[config.mk]
export PLATFORM = sky130hd
export DESIGN_NAME = arp_address_cache_unit
export DESIGN_NICKNAME = d
export VERILOG_FILES = /design/src/rtl/core/arpc_pkg.sv /design/src/rtl/core/arp_address_cache_unit.sv /design/src/rtl/core/arpc_ram.sv
export SDC_FILE = /design/constraint.sdc
export NUM_CORES = 2
export LEC_CHECK = 0
export ABC_AREA = 1
export BUFFER_PORTS_ARGS = -buffer_cell sky130_fd_sc_hd__buf_2
export CELL_PAD_IN_SITES_DETAIL_PLACEMENT = 1
export CELL_PAD_IN_SITES_GLOBAL_PLACEMENT = 2
export CORE_AREA = 3 3 303 528
export CTS_CLUSTER_SIZE = 24
export DETAILED_ROUTE_END_ITERATION = 10
export DIE_AREA = 0 0 306 531
export GPL_TIMING_DRIVEN = 0
export PLACE_DENSITY_LB_ADDON = 0.1
export SYNTH_ARGS = -nofsm -noshare
export SYNTH_HDL_FRONTEND = slang
export SYNTH_HIERARCHICAL = 1
export SYNTH_SLANG_ARGS = --single-unit
[constraint.sdc]
create_clock -name clock -period 19.29 [get_ports clock]
set_input_delay 0.9645 -clock clock [delete_from_list [all_inputs] [get_ports clock]]
set_output_delay 0.9645 -clock clock [all_outputs]
set_load 0.02 [all_outputs]
[src/rtl/core/arpc_pkg.sv]
package arpc_pkg;

   // cache geometry
   localparam int SLOTS      = 16;
   localparam int SLOT_W     = (SLOTS > 1) ? $clog2(SLOTS) : 1;
   localparam int CNT_W      = $clog2(SLOTS + 1);
   localparam int MIN_LENGTH = 28;

   // arp opcodes
   localparam logic [15:0] OP_REQUEST = 16'd1;
   localparam logic [15:0] OP_REPLY   = 16'd2;

   // result status codes
   localparam logic [2:0] ST_HIT     = 3'd0;
   localparam logic [2:0] ST_MISS    = 3'd1;
   localparam logic [2:0] ST_LEARNED = 3'd2;
   localparam logic [2:0] ST_FOR_US  = 3'd3;
   localparam logic [2:0] ST_IGNORED = 3'd4;

   // request kinds
   localparam logic REQ_RESOLVE = 1'b0;
   localparam logic REQ_PACKET  = 1'b1;

   typedef struct packed {
      logic        req_type;
      logic [31:0] lookup_address;
      logic [15:0] packet_length;
      logic [15:0] arp_opcode;
      logic [31:0] sender_address;
      logic [47:0] sender_hw;
      logic [31:0] target_address;
   } arpc_request_type;

   typedef struct packed {
      logic [2:0]  status;
      logic [47:0] resolved_hw;
   } arpc_response_type;

   // one stored cache entry
   typedef struct packed {
      logic [31:0] address;
      logic [47:0] hw;
   } arpc_entry_type;

endpackage

[src/rtl/core/arp_address_cache_unit.sv]
// sequence: resolves and replies scan the entries one per cycle through one comparator,
//   stopping early on a match; packets that need no search skip the scan; every
//   result waits in the finishing state while the output is held by back-pressure
// flow: one item at a time, the next is taken once the result is registered
// reset: synchronous, clears all entry valid bits, the local address and the control

module arp_address_cache_unit
   import arpc_pkg::*;
(
   input  logic              clock,
   input  logic              reset,
   input  logic              req_valid,
   output logic              req_ready,
   input  arpc_request_type  req_data,
   output logic              rsp_valid,
   input  logic              rsp_ready,
   output arpc_response_type rsp_data,
   input  logic              csr_wr_en,
   input  logic [31:0]       csr_wr_data
);

   localparam logic [1:0] S_IDLE = 2'd0;
   localparam logic [1:0] S_SCAN = 2'd1;
   localparam logic [1:0] S_DONE = 2'd2;

   localparam logic [SLOT_W-1:0] LAST_SLOT = SLOT_W'(SLOTS - 1);
   localparam logic [CNT_W-1:0]  CNT_END   = CNT_W'(SLOTS);

   logic [1:0]              state_ff, state_in;
   arpc_request_type        req_ff, req_in;
   logic [31:0]             local_address_ff, local_address_in;
   logic [SLOTS-1:0]        slot_valid_ff, slot_valid_in;
   logic [CNT_W-1:0]        issue_cnt_ff, issue_cnt_in;
   logic [SLOT_W-1:0]       cmp_idx_ff, cmp_idx_in;
   logic                    cmp_vld_ff, cmp_vld_in;
   logic                    found_ff, found_in;
   logic [SLOT_W-1:0]       hit_idx_ff, hit_idx_in;
   logic                    free_found_ff, free_found_in;
   logic [SLOT_W-1:0]       free_idx_ff, free_idx_in;
   logic [47:0]             hit_hw_ff, hit_hw_in;
   logic                    rsp_valid_ff, rsp_valid_in;
   arpc_response_type       rsp_data_ff, rsp_data_in;

   logic                    accept;
   logic                    out_free;
   logic                    is_learn;
   logic [31:0]             key;
   logic                    ram_we;
   logic [SLOT_W-1:0]       ram_wr_addr;
   arpc_entry_type          ram_wr_data;
   logic [SLOT_W-1:0]       ram_rd_addr;
   arpc_entry_type          ram_rd_data;
   logic                    entry_match;
   logic                    long_enough;

   // entry store: address and mac side by side
   arpc_ram #(
      .WIDTH ($bits(arpc_entry_type)),
      .DEPTH (SLOTS)
   ) u_entry_ram (
      .clock   (clock),
      .wr_en   (ram_we),
      .wr_addr (ram_wr_addr),
      .wr_data (ram_wr_data),
      .rd_addr (ram_rd_addr),
      .rd_data (ram_rd_data)
   );

   assign req_ready   = (state_ff == S_IDLE);
   assign accept      = req_valid && req_ready;
   assign out_free    = !rsp_valid_ff || rsp_ready;
   assign is_learn    = (req_ff.req_type == REQ_PACKET)
                        && (req_ff.packet_length >= 16'(MIN_LENGTH))
                        && (req_ff.arp_opcode == OP_REPLY);
   assign key         = is_learn ? req_ff.sender_address : req_ff.lookup_address;
   assign long_enough = (req_data.packet_length >= 16'(MIN_LENGTH));
   assign ram_rd_addr = issue_cnt_ff[SLOT_W-1:0];
   assign entry_match = cmp_vld_ff && slot_valid_ff[cmp_idx_ff]
                        && (ram_rd_data.address == key);

   // learn write target: matching entry, else lowest free, else entry zero
   always_comb begin
      ram_wr_data.address = req_ff.sender_address;
      ram_wr_data.hw      = req_ff.sender_hw;
      if (found_ff) begin
         ram_wr_addr = hit_idx_ff;
      end else if (free_found_ff) begin
         ram_wr_addr = free_idx_ff;
      end else begin
         ram_wr_addr = '0;
      end
      ram_we = (state_ff == S_DONE) && out_free && is_learn;
   end

   // sequencer
   always_comb begin
      state_in         = state_ff;
      req_in           = req_ff;
      local_address_in = local_address_ff;
      slot_valid_in    = slot_valid_ff;
      issue_cnt_in     = issue_cnt_ff;
      cmp_idx_in       = cmp_idx_ff;
      cmp_vld_in       = 1'b0;
      found_in         = found_ff;
      hit_idx_in       = hit_idx_ff;
      free_found_in    = free_found_ff;
      free_idx_in      = free_idx_ff;
      hit_hw_in        = hit_hw_ff;
      rsp_valid_in     = rsp_valid_ff && !rsp_ready;
      rsp_data_in      = rsp_data_ff;

      if (csr_wr_en) begin
         local_address_in = csr_wr_data;
      end

      case (state_ff)
         S_IDLE: begin
            if (accept) begin
               req_in        = req_data;
               issue_cnt_in  = '0;
               found_in      = 1'b0;
               free_found_in = 1'b0;
               hit_hw_in     = '0;
               if (req_data.req_type == REQ_RESOLVE) begin
                  state_in = S_SCAN;
               end else if (long_enough && req_data.arp_opcode == OP_REPLY) begin
                  state_in = S_SCAN;
               end else begin
                  state_in = S_DONE;
               end
            end
         end
         S_SCAN: begin
            // issue one entry read per cycle
            if (issue_cnt_ff != CNT_END) begin
               issue_cnt_in = issue_cnt_ff + CNT_W'(1);
               cmp_idx_in   = issue_cnt_ff[SLOT_W-1:0];
               cmp_vld_in   = 1'b1;
            end
            // compare the entry read last cycle
            if (cmp_vld_ff) begin
               if (entry_match) begin
                  found_in   = 1'b1;
                  hit_idx_in = cmp_idx_ff;
                  hit_hw_in  = ram_rd_data.hw;
                  cmp_vld_in = 1'b0;
                  state_in   = S_DONE;
               end else begin
                  if (!slot_valid_ff[cmp_idx_ff] && !free_found_ff) begin
                     free_found_in = 1'b1;
                     free_idx_in   = cmp_idx_ff;
                  end
                  if (cmp_idx_ff == LAST_SLOT) begin
                     state_in = S_DONE;
                  end
               end
            end
         end
         S_DONE: begin
            if (out_free) begin
               rsp_valid_in = 1'b1;
               rsp_data_in.resolved_hw = '0;
               if (req_ff.req_type == REQ_RESOLVE) begin
                  rsp_data_in.status      = found_ff ? ST_HIT : ST_MISS;
                  rsp_data_in.resolved_hw = found_ff ? hit_hw_ff : 48'd0;
               end else if (req_ff.packet_length < 16'(MIN_LENGTH)) begin
                  rsp_data_in.status = ST_IGNORED;
               end else if (req_ff.arp_opcode == OP_REPLY) begin
                  rsp_data_in.status         = ST_LEARNED;
                  slot_valid_in[ram_wr_addr] = 1'b1;
               end else if (req_ff.arp_opcode == OP_REQUEST
                            && req_ff.target_address == local_address_ff) begin
                  rsp_data_in.status = ST_FOR_US;
               end else begin
                  rsp_data_in.status = ST_IGNORED;
               end
               state_in = S_IDLE;
            end
         end
         default: begin
            state_in = S_IDLE;
         end
      endcase
   end

   // control registers
   always_ff @(posedge clock) begin
      if (reset) begin
         state_ff         <= S_IDLE;
         local_address_ff <= '0;
         slot_valid_ff    <= '0;
         cmp_vld_ff       <= 1'b0;
         rsp_valid_ff     <= 1'b0;
      end else begin
         state_ff         <= state_in;
         local_address_ff <= local_address_in;
         slot_valid_ff    <= slot_valid_in;
         cmp_vld_ff       <= cmp_vld_in;
         rsp_valid_ff     <= rsp_valid_in;
      end
   end

   // payload and scan registers
   always_ff @(posedge clock) begin
      req_ff        <= req_in;
      issue_cnt_ff  <= issue_cnt_in;
      cmp_idx_ff    <= cmp_idx_in;
      found_ff      <= found_in;
      hit_idx_ff    <= hit_idx_in;
      free_found_ff <= free_found_in;
      free_idx_ff   <= free_idx_in;
      hit_hw_ff     <= hit_hw_in;
      rsp_data_ff   <= rsp_data_in;
   end

   assign rsp_valid = rsp_valid_ff;
   assign rsp_data  = rsp_data_ff;

   // a new result beat only follows the finishing state
   a_rsp_from_done: assert property (@(posedge clock) disable iff (reset)
      $rose(rsp_valid_ff) |-> $past(state_ff == S_DONE))
      else $error("result appeared without finishing a request");

   // only hits carry a mac
   a_hw_zero_on_non_hit: assert property (@(posedge clock) disable iff (reset)
      rsp_valid_ff && rsp_data_ff.status != ST_HIT |-> rsp_data_ff.resolved_hw == 48'd0)
      else $error("non-hit result carries a mac");

   // entries are written only when a reply finishes
   a_write_on_learn: assert property (@(posedge clock) disable iff (reset)
      ram_we |=> rsp_valid_ff && rsp_data_ff.status == ST_LEARNED)
      else $error("entry written without a learned result");

   // the compare pipeline only runs while scanning
   a_cmp_in_scan: assert property (@(posedge clock) disable iff (reset)
      cmp_vld_ff |-> state_ff == S_SCAN)
      else $error("compare active outside the scan");

endmodule

[src/rtl/core/arpc_ram.sv]
module arpc_ram
#(
   parameter int WIDTH = 8,
   parameter int DEPTH = 16
)
(
   input  logic                                    clock,
   input  logic                                    wr_en,
   input  logic [((DEPTH > 1) ? $clog2(DEPTH) : 1)-1:0] wr_addr,
   input  logic [WIDTH-1:0]                        wr_data,
   input  logic [((DEPTH > 1) ? $clog2(DEPTH) : 1)-1:0] rd_addr,
   output logic [WIDTH-1:0]                        rd_data
);

   logic [WIDTH-1:0] mem_ff [DEPTH];
   logic [WIDTH-1:0] rd_data_ff;

   // write port
   always_ff @(posedge clock) begin
      if (wr_en) begin
         mem_ff[wr_addr] <= wr_data;
      end
   end

   // registered read port
   always_ff @(posedge clock) begin
      rd_data_ff <= mem_ff[rd_addr];
   end

   assign rd_data = rd_data_ff;

endmodule

=== Yosys cells after proc, flatten, opt, wreduce, memory -nomap -nowiden ===
Memories as Yosys holds them, arrays and structs flattened. A register that Yosys moved wholly into a read port is not among the register bits.
Index checks and enable logic that the tools add are counted.

* Add/subtract/negate cells: 1
* Reductions and logical operators: 31
* Mux-type cells: 42
* Bitwise logic cells: 5
* Equality and inequality tests: 17
* $lt $le $gt $ge: 6

{| class="wikitable"
|+ Operators by type and width
! kind !! count
|-
| 48-bit 2-to-1 mux || 3
|-
| 48-bit one-hot mux with 2 select lines || 1
|-
| 32-bit equality test || 2
|-
| 16-bit by 2-bit equality test with 1-bit output (second input constant) || 2
|-
| 16-bit by 5-bit greater-or-equal comparator with 1-bit output (second input constant) || 2
|-
| 32-bit 2-to-1 mux || 1
|-
| 16-bit by 1-bit equality test with 1-bit output (second input constant) || 1
|-
| 16-bit by 5-bit < comparator with 1-bit output (second input constant) || 1
|-
| 1-bit 2-to-1 mux || 16
|-
| 16-bit bitwise OR || 1
|-
| 2-bit 2-to-1 mux || 7
|-
| 1-bit logical AND || 12
|-
| 3-bit 2-to-1 mux || 4
|-
| 2-bit inequality test (second input constant) || 6
|-
| 4-bit AND reduction || 3
|-
| 4-bit by 5-bit < comparator with 1-bit output (second input constant) || 2
|-
| 5-bit 2-to-1 mux || 2
|-
| 5-bit one-hot mux with 2 select lines || 1
|-
| 5-bit AND reduction || 2
|-
| 4-bit 2-to-1 mux || 2
|-
| 2-bit one-hot mux with 3 select lines || 1
|-
| 2-bit AND reduction || 3
|-
| 3-bit AND reduction || 2
|-
| 5-bit by 1-bit adder with 5-bit output (second input constant) || 1
|-
| other kinds (16) || 24
|}

* Memories kept: 1
* Bits of input ports: 214
* RAM bits: 1,280
* Flip-flop bits (word level): 347

{| class="wikitable"
|+ Memory list
! memory !! depth !! width !! read ports !! clocked after memory_dff !! write ports !! RTL line !! source
|-
| u_entry_ram.mem_ff || 16 || 80 || 1 || 1 || 1 || arpc_ram.sv:15 || <nowiki>logic [WIDTH-1:0] mem_ff [DEPTH];</nowiki>
|}

=== Longest topological paths before layout ===
* Depth in word-level cells: 9
* Gate-level depth with buffers: 21

=== Hierarchy ===
Netlist, hierarchy kept.

{| class="wikitable"
|+ By module, submodules not included
! module !! sequential area each (sq um) !! area an instance (sq um) !! times used !! cells each
|-
| arpc_ram || 40,038.4 || 56,165.1 || 1 || 5,257
|-
| arp_address_cache_unit || 9,839.4 || 13,893.3 || 1 || 1,225
|}

=== Worst setup path after synthesis ===
OpenSTA, ideal clock, no wires.

* Path kind: input -> register
* From: in req_valid
* To: reg req_ff (netlist bit ram_wr_data[0]) (enable)
* Data arrival time: 8,240 ps
* Path buffers: 0
* Stages: 2
* Setup time: 713 ps
* Setup slack: 10,336 ps
* Required time: 18,577 ps
* Cells stage by stage: inv_1 > nor2_1

* Cells in the longest elaborated chain, start to end: 2

{| class="wikitable"
|+ Ends and longest elaborated chain
! element !! RTL line !! source
|-
| start, declared || arp_address_cache_unit.sv:12 || <nowiki>input logic req_valid,</nowiki>
|-
| 1-bit logical AND || arp_address_cache_unit.sv:70 || <nowiki>assign accept = req_valid && req_ready;</nowiki>
|-
| 2-bit AND reduction (no source line) || -- ||
|-
| end signal, assigned || arp_address_cache_unit.sv:205 || <nowiki>req_ff <= req_in;</nowiki>
|-
| end, declared || arp_address_cache_unit.sv:30 || <nowiki>arpc_request_type req_ff, req_in;</nowiki>
|}

No other way between the ends.
A chain may end at the register's enable or synchronous reset.

=== Worst setup path in the final report ===
* From: reg req_ff[127] in the netlist's numbering
* To: mem u_entry_ram/mem_ff[10][38] in the netlist's numbering (enable)

* Cells in the longest elaborated chain, start to end: 5

{| class="wikitable"
|+ Ends and longest elaborated chain
! element !! RTL line !! source
|-
| 16-bit by 2-bit equality test with 1-bit output || arp_address_cache_unit.sv:74 || <nowiki>&& (req_ff.arp_opcode == OP_REPLY);</nowiki>
|-
| 1-bit logical AND || arp_address_cache_unit.sv:74 ||
|-
| 1-bit logical AND || arp_address_cache_unit.sv:92 || <nowiki>ram_we = (state_ff == S_DONE) && out_free && is_learn;</nowiki>
|-
| named net ram_we || arp_address_cache_unit.sv:48 || <nowiki>logic ram_we;</nowiki>
|-
| 1-bit 2-to-1 mux || arpc_ram.sv:20 || <nowiki>if (wr_en) begin</nowiki>
|-
| 1-bit 2-to-1 mux (not written as such) || arpc_ram.sv:21 || <nowiki>mem_ff[wr_addr] <= wr_data;</nowiki>
|-
| end, declared || arpc_ram.sv:15 ||
|}

The timed path passes the listed nets, and every way through them passes these cells.

==> impl_metrics.json <==
{
  "totalWireLength_um": 229000,
  "relSlewSlack": 0.226,
  "setup_viol": 0,
  "drive_above_1_share": 0.115,
  "antenna_found_initial": 12,
  "vias": 48100,
  "root_buffer": "clkbuf_16",
  "n_fill_cell": 16800,
  "cts_resized": 0,
  "clock_skew_ns": 0.0406,
  "tns_ns": 0,
  "final_cell_mix": "1,841 x nand2_1, 1,573 x edfxtp_1, 1,150 x inv_1",
  "ff_latch_area_um2": 49900,
  "fmaxAchievable_mhz": 236,
  "dp_cells": 8845,
  "place_hpwl_um": 159000,
  "clk_pin_slew_worst_paths_ns": 0.06,
  "grt_max_degree": 35,
  "power_density_nw_per_um2": 144,
  "startpoint_type": "flip-flop",
  "grtUsageTotal": 0.280,
  "ys_seq_elements": 1705,
  "nets": 7194,
  "path_class": "reg2reg",
  "clk_path_buf_depth": 4,
  "synth_top_area_frac": 0.674,
  "postSynthCellCount": 6482,
  "yosysSeqAreaShare": 0.712,
  "required_ns": 19.75,
  "yosys_warnings": 6,
  "avgSynthCellArea_um2": 10.8,
  "viasPerCell": 5.25,
  "gp_congestion": 0.826,
  "yosys-top-cells-area": "edfxtp_1 67%, nand2_1 9.9%, nand3_1 7.1%",
  "first_pass_iters": 6,
  "period_needed_ns": 4.23,
  "yosysTopAreaCell": "edfxtp_1",
  "die-area_um2": 162000,
  "critPathCaptureType": "flip-flop",
  "final_common_cell": "nand2_1",
  "maxCapViolations": 0,
  "power_uw": 11600,
  "power_frac_seq": 0.411,
  "switchingPower_uw": 4370,
  "worstPathArrival_ns": 4.70,
  "syn_area_um2": 70100,
  "overflow": 0,
  "share_comb_of_total_power": 0.307,
  "outcome": "finished, final reports clean",
  "pin_count": 267,
  "synthDistinctLibCells": 48,
  "tightestPinTransition_ns": 1.16,
  "path_max_fanout": 26,
  "die_x_um": 306,
  "place.port_buffers": 264,
  "routedWlPerCell_um": 25.1,
  "clkSinkCount": 1705,
  "grt_pass1_vias": 51300,
  "p_clk_frac": 0.282,
  "cts_hold_buffers": 0,
  "intPower_uw": 7270,
  "coreArea_um2": 156000,
  "leakagePower_uw": 0.0341,
  "cts_setup_buffers": 0,
  "ir_worst_vdd_v": 0.000101,
  "fin_crit_sh": 0.220,
  "hold_path.class": "in2reg",
  "drc": 0,
  "numCtsBuffers": 168,
  "clk_latency_ns": 0.82,
  "hold_viol_final": 0,
  "cts_tree": "done",
  "swShare": 0.375,
  "rsz0062_at_grt": "no",
  "multiInputGateArea_um2": 14500,
  "ant_nets": 0,
  "area_growth_pct": 15.3,
  "grt_pass1_wl_um": 332000,
  "final_core_util": 0.516,
  "start_util": 0.448,
  "htreeDepth": 4,
  "final_max_slew_viol_count": 0,
  "die_h_um": 531,
  "drt_iter0_markers": 3386,
  "rows": 192,
  "fin_hold_ws_ns": 0.317,
  "synth_nets": 6698,
  "final_cells": 9151
}
layer usage:
metal / wire length [um] / global-route usage
met1: 83900 / 0.308
met5: 0 / 0
met2: 124000 / 0.537
met4: 12500 / 0.138
met3: 8920 / 0.0269
per-stage QoR:
step                setup slack (ns)  instance area (um^2)
floorplan                      10.34                 70100
global placement                4.39                 73900
detailed placement             14.59                 75400
CTS                            14.97                 80700
global route                   14.87                 80700
finish                         15.06                 80800
power groups by stage:
| stage | Clock (uW) | Combinational [uW] | Sequential [uW] |
|---|---|---|---|
| final | 3290 | 3580 | 4780 |
| after CTS | 3360 | 3610 | 4790 |
| after detailed placement | 0 | 3580 | 4860 |
| after floorplan | 0 | 1940 | 4770 |
| after global routing | 3490 | 3860 | 4820 |
| after global placement | 0 | 3480 | 4910 |
registers in the layout, summed over array words and instances, names as in the netlist:
register / count
local_address_ff: 32
found_ff: 1
cmp_idx_ff: 4
free_idx_ff: 4
rsp_valid: 1
req_ff: 95
rsp_data: 51
ram_wr_data: 80
free_found_ff: 1
u_entry_ram/mem_ff: 1280
hit_hw_ff: 48
state_ff: 2
cmp_vld_ff: 1
slot_valid_ff: 16
issue_cnt_ff: 5
hit_idx_ff: 4
u_entry_ram/rd_data: 80
synthesized netlist by cell type, drive strengths merged:
cell type,instances
clkbuf,65
nand4,12
o2111ai,1
a21o,3
o21ai,68
o22ai,3
ha,2
xor2,20
or2,1
o21bai,8
a31oi,1
and2,1
o211ai,7
nor4,12
or4,1
xnor2,17
nand2,1851
nand3,1001
buf,231
a22o,1
a22oi,4
nor2,265
nor3b,1
nand3b,7
nor3,9
o32ai,1
edfxtp,1573
a21oi,28
a41oi,1
inv,1155
dfxtp,132
worst paths after layout:
path	depth (start not counted)	startpoint	to	slack, ns
hold / removal	1	req_data[39]	ram_wr_data[7]	0.32
hold reg to reg	2	slot_valid_ff[9]	slot_valid_ff[9]	0.46
setup / recovery	10	req_ff[127]	u_entry_ram/mem_ff[10][38]	15.06
setup reg to reg	10	req_ff[127]	u_entry_ram/mem_ff[10][38]	15.06
logic make-up (layout without fill, tap and decap cells):
family                   Yosys count  in the layout  share of synthesized area
AND/OR/NAND/NOR                 3161           3161                      0.190
flip-flops                      1705           1705                      0.712
buffers and inverters           1451           2072                     0.0827
AO/OA/AOI/OAI                    126            126                     0.0103
XOR/XNOR                          37             37                    0.00463
adder cells (fa/ha/maj)            2              2                   0.000357
other                              0             11                          0
layout make-up:
type | count | share of cell area
timing repair buffer | 326 | 0.0322
tap | 2037 | 0.0316
inverter | 1155 | 0.0537
multi-input combinational | 3326 | 0.180
buffer | 296 | 0.0181
antenna | 11 | 0.000341
clock buffer | 221 | 0.0576
clock inverter | 74 | 0.00909
sequential | 1705 | 0.618
worst max-delay path, stage by stage (launching register included):
cell      delay, ns
edfxtp_1       0.37
nor2_1         0.11
nand2_1        0.11
nor2_4         0.16
nand2_2        0.17
clkbuf_1       0.32
nor3_1         0.71
nand3_1        0.50
nor2_4         0.87
buf_12         0.28
buf_12         0.23
Power figures use the tool's default switching activity.
